$ cat src/sv/pfba_pkg.sv
`default_nettype none
// pfba_pkg: shared constants, command codes and controller state type
// for the paged fixed-block allocator; no dependencies
package pfba_pkg;

  localparam int ADDR_W = 17;
  localparam int PA_W = 3;
  localparam int DEF_BLOCKS_PER_PAGE = 1024;
  localparam int DEF_BLOCK_BYTES = 32;
  localparam int DEF_PAGE_SLOTS = 4;
  localparam int MAX_WORD_BITS = 32;

  localparam logic CMD_ALLOC = 1'b0;
  localparam logic CMD_FREE = 1'b1;

  typedef enum logic [1:0] {
    ST_IDLE,
    ST_READ,
    ST_MOD,
    ST_OUT
  } pfba_state_t;

endpackage
`default_nettype wire

$ cat src/sv/pfba_bitmap_mem.sv
`default_nettype none
// pfba_bitmap_mem: block-free bitmap, one word per row, registered read
// unwritten rows read as all ones; uses pfba_pkg
module pfba_bitmap_mem
  import pfba_pkg::*;
#(
  parameter int WORDS = 128,
  parameter int WORD_BITS = MAX_WORD_BITS,
  parameter int WIDX_W = 7
) (
  input  wire logic                 clk,
  input  wire logic                 rst,
  input  wire logic                 rd_en,
  input  wire logic [WIDX_W-1:0]    rd_idx,
  output logic      [WORD_BITS-1:0] rd_data,
  input  wire logic                 wr_en,
  input  wire logic [WIDX_W-1:0]    wr_idx,
  input  wire logic [WORD_BITS-1:0] wr_data
);

  logic [WORD_BITS-1:0] mem [WORDS];
  logic [WORDS-1:0]     written;
  logic [WORD_BITS-1:0] rd_raw;
  logic                 rd_vld;

  always_ff @(posedge clk) begin
    if (wr_en) begin
      mem[wr_idx] <= wr_data;
    end
    if (rd_en) begin
      rd_raw <= mem[rd_idx];
    end
  end

  always_ff @(posedge clk) begin
    if (rst) begin
      written <= '0;
      rd_vld <= 1'b0;
    end else begin
      if (wr_en) begin
        written[wr_idx] <= 1'b1;
      end
      if (rd_en) begin
        rd_vld <= written[rd_idx];
      end
    end
  end

  assign rd_data = rd_vld ? rd_raw : '1;

endmodule
`default_nettype wire
$ cat config.mk
export PLATFORM = sky130hd
export DESIGN_NAME = pfba_bitmap_mem
export DESIGN_NICKNAME = d
export VERILOG_FILES = /design/src/sv/pfba_pkg.sv /design/src/sv/pfba_bitmap_mem.sv
export SDC_FILE = /design/constraint.sdc
export NUM_CORES = 2
export LEC_CHECK = 0
export BUFFER_PORTS_ARGS = -buffer_cell sky130_fd_sc_hd__buf_2
export CAP_MARGIN = 40
export CORE_MARGIN = 8
export CORE_UTILIZATION = 50
export CTS_BUF_LIST = sky130_fd_sc_hd__clkbuf_2 sky130_fd_sc_hd__clkbuf_4 sky130_fd_sc_hd__clkbuf_8
export DETAILED_ROUTE_END_ITERATION = 16
export HOLD_SLACK_MARGIN = 0.08
export PLACE_DENSITY = 0.65
export SYNTH_ARGS = -nofsm -noshare
export SYNTH_HDL_FRONTEND = slang
export SYNTH_SLANG_ARGS = --single-unit
$ cat constraint.sdc
create_clock -name clk -period 6.9 [get_ports clk]
set_clock_uncertainty 0.05 [all_clocks]
set_input_delay 1.38 -clock clk [delete_from_list [all_inputs] [get_ports clk]]
set_output_delay 1.38 -clock clk [all_outputs]
set_load 0.01 [all_outputs]
# == Word-level counts from Yosys, hierarchy flattened ==
# Memory sizes are Yosys's and may differ from the RTL's. A register that Yosys moved wholly into a read port is not among the register bits.
# Index checks and enable logic that the tools add are counted.
# word_totals
reg_bits,129
ram_bits,4096
elab_cells,15
n_memories,1
# op_classes
magnitude_cmp,3
muxes,7
bitwise,1
n_reduce_logical,1
# mem_list
memory,depth,width,rd,rd_clocked_by_memory_dff,wr,line_no,source
mem,128,32,1,1,1,pfba_bitmap_mem.sv:21,logic [WORD_BITS-1:0] mem [WORDS];
# ops
operator,count
bitwise OR 128 bit,1
two-way mux 32 bit,1
< comparator 7 x 8 -> 1 bit (second input constant),2
binary-select mux 1 bit (select 7 bit),1
demux 1 bit (select 7 bit),1
greater-or-equal comparator 7 x 1 -> 1 bit (second input constant),1
two-way mux 1 bit,4
logical AND 1 bit,1

# == Depth between registers and ports, before layout ==
# depth
ltp_word,5
ltp_mapped,11

# == Worst setup path after synthesis ==
# OpenSTA, ideal clock, no wires.
# synth_timing
kind,input -> register
startpoint,input port wr_idx[1]
endpoint,memory mem[26][0] (netlist name) (enable)
setup_ns,0.423
arrival_ns,4.015
required_time_ns,6.427
setup_slack_ns,2.412
cell_stages,5
path_buffers,2
path_cell_list,clkbuf_1 > or3b_2 > or2_2 > clkbuf_1 > nor2_1
# synth_lines
element,line_no,source
from (decl),pfba_bitmap_mem.sv:17,"input wire logic [WIDX_W-1:0] wr_idx,"
to (decl),pfba_bitmap_mem.sv:21,
# Straight into the memory's write port.

==> reports/summary.md <==
The run finished with clean final reports. Setup violations remaining at the end of the flow were counted as 0. For the number of inserted filler cells in the final layout, the log shows 22.9k.

The number of global-route vias before repair was 77.4k; the delay of the slowest critical-path stage was 600 ps. Buffers placed on the I/O ports in this run total 81. The fraction of synthesized cell area taken by the top area cell type works out to 0.766.

The logs give 0.274 for the headroom to the max-slew limit and 82 for the I/O pin total. The net count reported at finish was 7366; the half-perimeter wire length after placement was 250000 um. The floorplan step set the die height to 585 um. Across the run, the number of max-cap violations was 0. The global-route total usage across every layer was 0.246.

The routed layout has 76.9k vias. The cell type of the slowest stage on the worst timing path is mux4_2. The tools report the clock insertion delay at the later pin of the skew report as 1070 ps.

Counting every instance in the synthesized netlist gives 6586. After detailed routing, the number of remaining DRC violations is 0. The average instance area after synthesis was 24.6 um^2. The cell sitting at the root of the clock tree is a clkbuf_8. The tools report the finished layout cell area as 0.184 mm^2. The fraction of registers with async set/reset came out at 0.

When the netlist entered floorplanning its net count stood at 6636. The ratio of cells with drive above 1 in the final layout was 0.378. Data on the critical path arrives at its endpoint at 5080 ps. The measured slew at the worst slew-check pin came out at 1090 ps. On the final layout, the worst hold slack is 418 ps.

Count of flip-flops with a built-in enable after synthesis: 4128. The overall routed net length was 424000 um. The floorplan step set the die width to 585 um. The cell repeated most along the worst path is mux4_2. Entering global routing, the biggest net connects 99 pins. The main flop type after synthesis was edfxtp_1. The weighted congestion at the end of routability-driven global placement was 0.854; the number of endpoints with negative hold slack in the final report was 0. After synthesis, the cell types taking the most area are edfxtp_1, mux4_2, dfxtp_1. Setup repair after global routing left no endpoint under its margin. The run gives 209 as the site row count. The initial cell density of the core was 0.501; the portion of the clock cycle consumed by the worst path in the final layout was 0.636. For the worst setup path, the data required time is 7590 ps. The register bit count reported by yosys came out at 4257. The tree built by TritonCTS fans out to 4257 sinks.

The post-route setup TNS came out at 0 ps. Remaining antenna violation count: 0. The area growth from synthesis to layout is 13.7%.

For this design the ratio of total power to cell area is 281 mW/mm^2. The analysis attributes to cell leakage a power of 57.1 nW. The most common cell in the synthesized netlist is edfxtp_1. The first detailed-routing pass took 5 iterations.

The worst setup path is launched from a primary input. The time the final worst path needs with I/O delays and setup was 4390 ps. The largest driver fanout on the critical path works out to 58. The initial antenna violation count was 43. Total power for the finished layout comes to 0.0517 W. The run gives 6 as the level count of the clock H-tree. The die covers 0.342 mm^2. By count the netlist is led by edfxtp_1, mux4_2, nor2_1. For the CTS buffer count, the log shows 652. By startpoint and endpoint, the worst setup path is classified as primary input to flop.

The share of synthesized area occupied by flip-flops and latches came out at 0.782. Traced cell by cell, the critical path runs through buf_12, buf_4, buf_4, mux4_2, mux4_2, mux4_2, nand2_1, nand2_1. The total core area was 0.323 mm^2; the hold buffer count at cts was 0. For this run, the number of Yosys warnings is 0. The total overflow left after global routing is 0.

The first global-routing pass estimated 593000 um of wire. Dominant cell type by area after synthesis: edfxtp_1. The mapped netlist covers 0.162 mm^2.

In the final routed layout, each cell accounts on average for 34.8 um. The number of buffers and inverters on the critical path is 3. The number of resized instances in the post-cts repair step is 0, and the DRC violation total after the first TritonRoute iteration is 10.3k. Buffers added to address setup during post-CTS repair amount to 0. Max-slew violation count: 0. Area of placed instances: 0.171 mm^2.

The endpoint kind of the worst setup timing path is a flop. Using the TritonRoute via totals, the vias-per-cell ratio works out to 6.31. In this run the worst hold path is classified as flop to flop. For the maximum number of buffers from clock root to sink, the log shows 4. Top achievable clock speed: 0.228 GHz. The maximum VDD drop was 190 uV. TritonCTS built the clock tree. Clock-pin slew was measured on the worst setup and hold paths at 60 ps. Grouping stages by cell kind, the critical path spends the most delay in multiplexers. The synthesized netlist contains 35 unique library cells.
[placed cells by master, fill, tap and decap left out, drive strengths merged, types with 2 or more instances in the layout]
cell type / n
mux2i: 5
nand3b: 7
mux2: 2
a2111oi: 2
nor2: 388
o21a: 2
or3b: 3
nand2b: 68
clkinv: 188
o22ai: 3
or2: 6
nor3: 4
nor2b: 8
mux4: 1375
dfxtp: 129
inv: 16
nand2: 75
a211oi: 2
nand3: 12
clkbuf: 906
edfxtp: 4128
o21ba: 2
nand4: 5
clkinvlp: 20
bufinv: 16
buf: 425
or3: 2
diode: 52
[per-layer routing]
layer,wire [um],vias to the layer above,GRT usage
met5,13,-,0
met4,15500,2,0.0820
met3,44200,664,0.0549
met2,202000,4371,0.387
met1,163000,41964,0.347
li1,-,29931,-
[state kept, by name, indices dropped and copies added (netlist names)]
name	cells
mem	4096
rd_raw	32
rd_vld	1
written	128
[through the flow]
step / utilization / std cells / setup slack [ps]
final: 0.570 / 12184 / 2510
after global routing: 0.569 / 12167 / 2500
after CTS: 0.569 / 12127 / 2530
after detailed placement: 0.530 / 10982 / 1390
after global placement: 0.525 / 10920 / 1350
after floorplan: - / 6586 / 2410
[cell families (layout without fill, tap and decap cells)]
group | after synthesis | in the layout | synth area share
and+or+nand+nor | 580 | 580 | 0.0153
AOI/OAI and AO/OA | 17 | 17 | 0.000812
DFF | 4257 | 4257 | 0.782
other | 0 | 52 | 0
muxes | 1382 | 1382 | 0.192
buffers and inverters | 350 | 1571 | 0.00985
[worst reg2reg max path: stages, from the launching register on]
cell and delay, ps:
edfxtp_1 370, mux4_2 480, mux4_2 610, mux4_2 500, nand2_1 370, nand2_1 220
[final cells by class]
cell class	count	area, um^2	share of cell area
diodes	52	130	0.000707
clock buffers	906	11100	0.0601
flip-flops and latches	4257	127000	0.688
inverters	1	3.75	0.0000204
repair buffers	425	4620	0.0251
multi-input cells	1979	34600	0.188
well taps	4325	5410	0.0294
clock inverters	239	1570	0.00856
[worst paths after layout]
path                                                 from                        end  slack [ps]  depth (start not counted)
worst min register to register  written[127]$_SDFFE_PP0P_  written[127]$_SDFFE_PP0P_         420                          2
worst min-delay path            written[127]$_SDFFE_PP0P_  written[127]$_SDFFE_PP0P_         420                          2
worst max-delay path                            rd_idx[0]       rd_raw[31]$_DFFE_PP_        2510                          8
worst max register to register      mem[11][31]$_DFFE_PP_       rd_raw[31]$_DFFE_PP_        3970                          5
[where the power goes]
group	internal [W]	switching, W	leakage (nW)
sequential	0.0285	0.0000675	38.2
combinational	0.00104	0.00167	12.3
clock	0.0110	0.00955	6.66
Power figures use the tool's default switching activity.
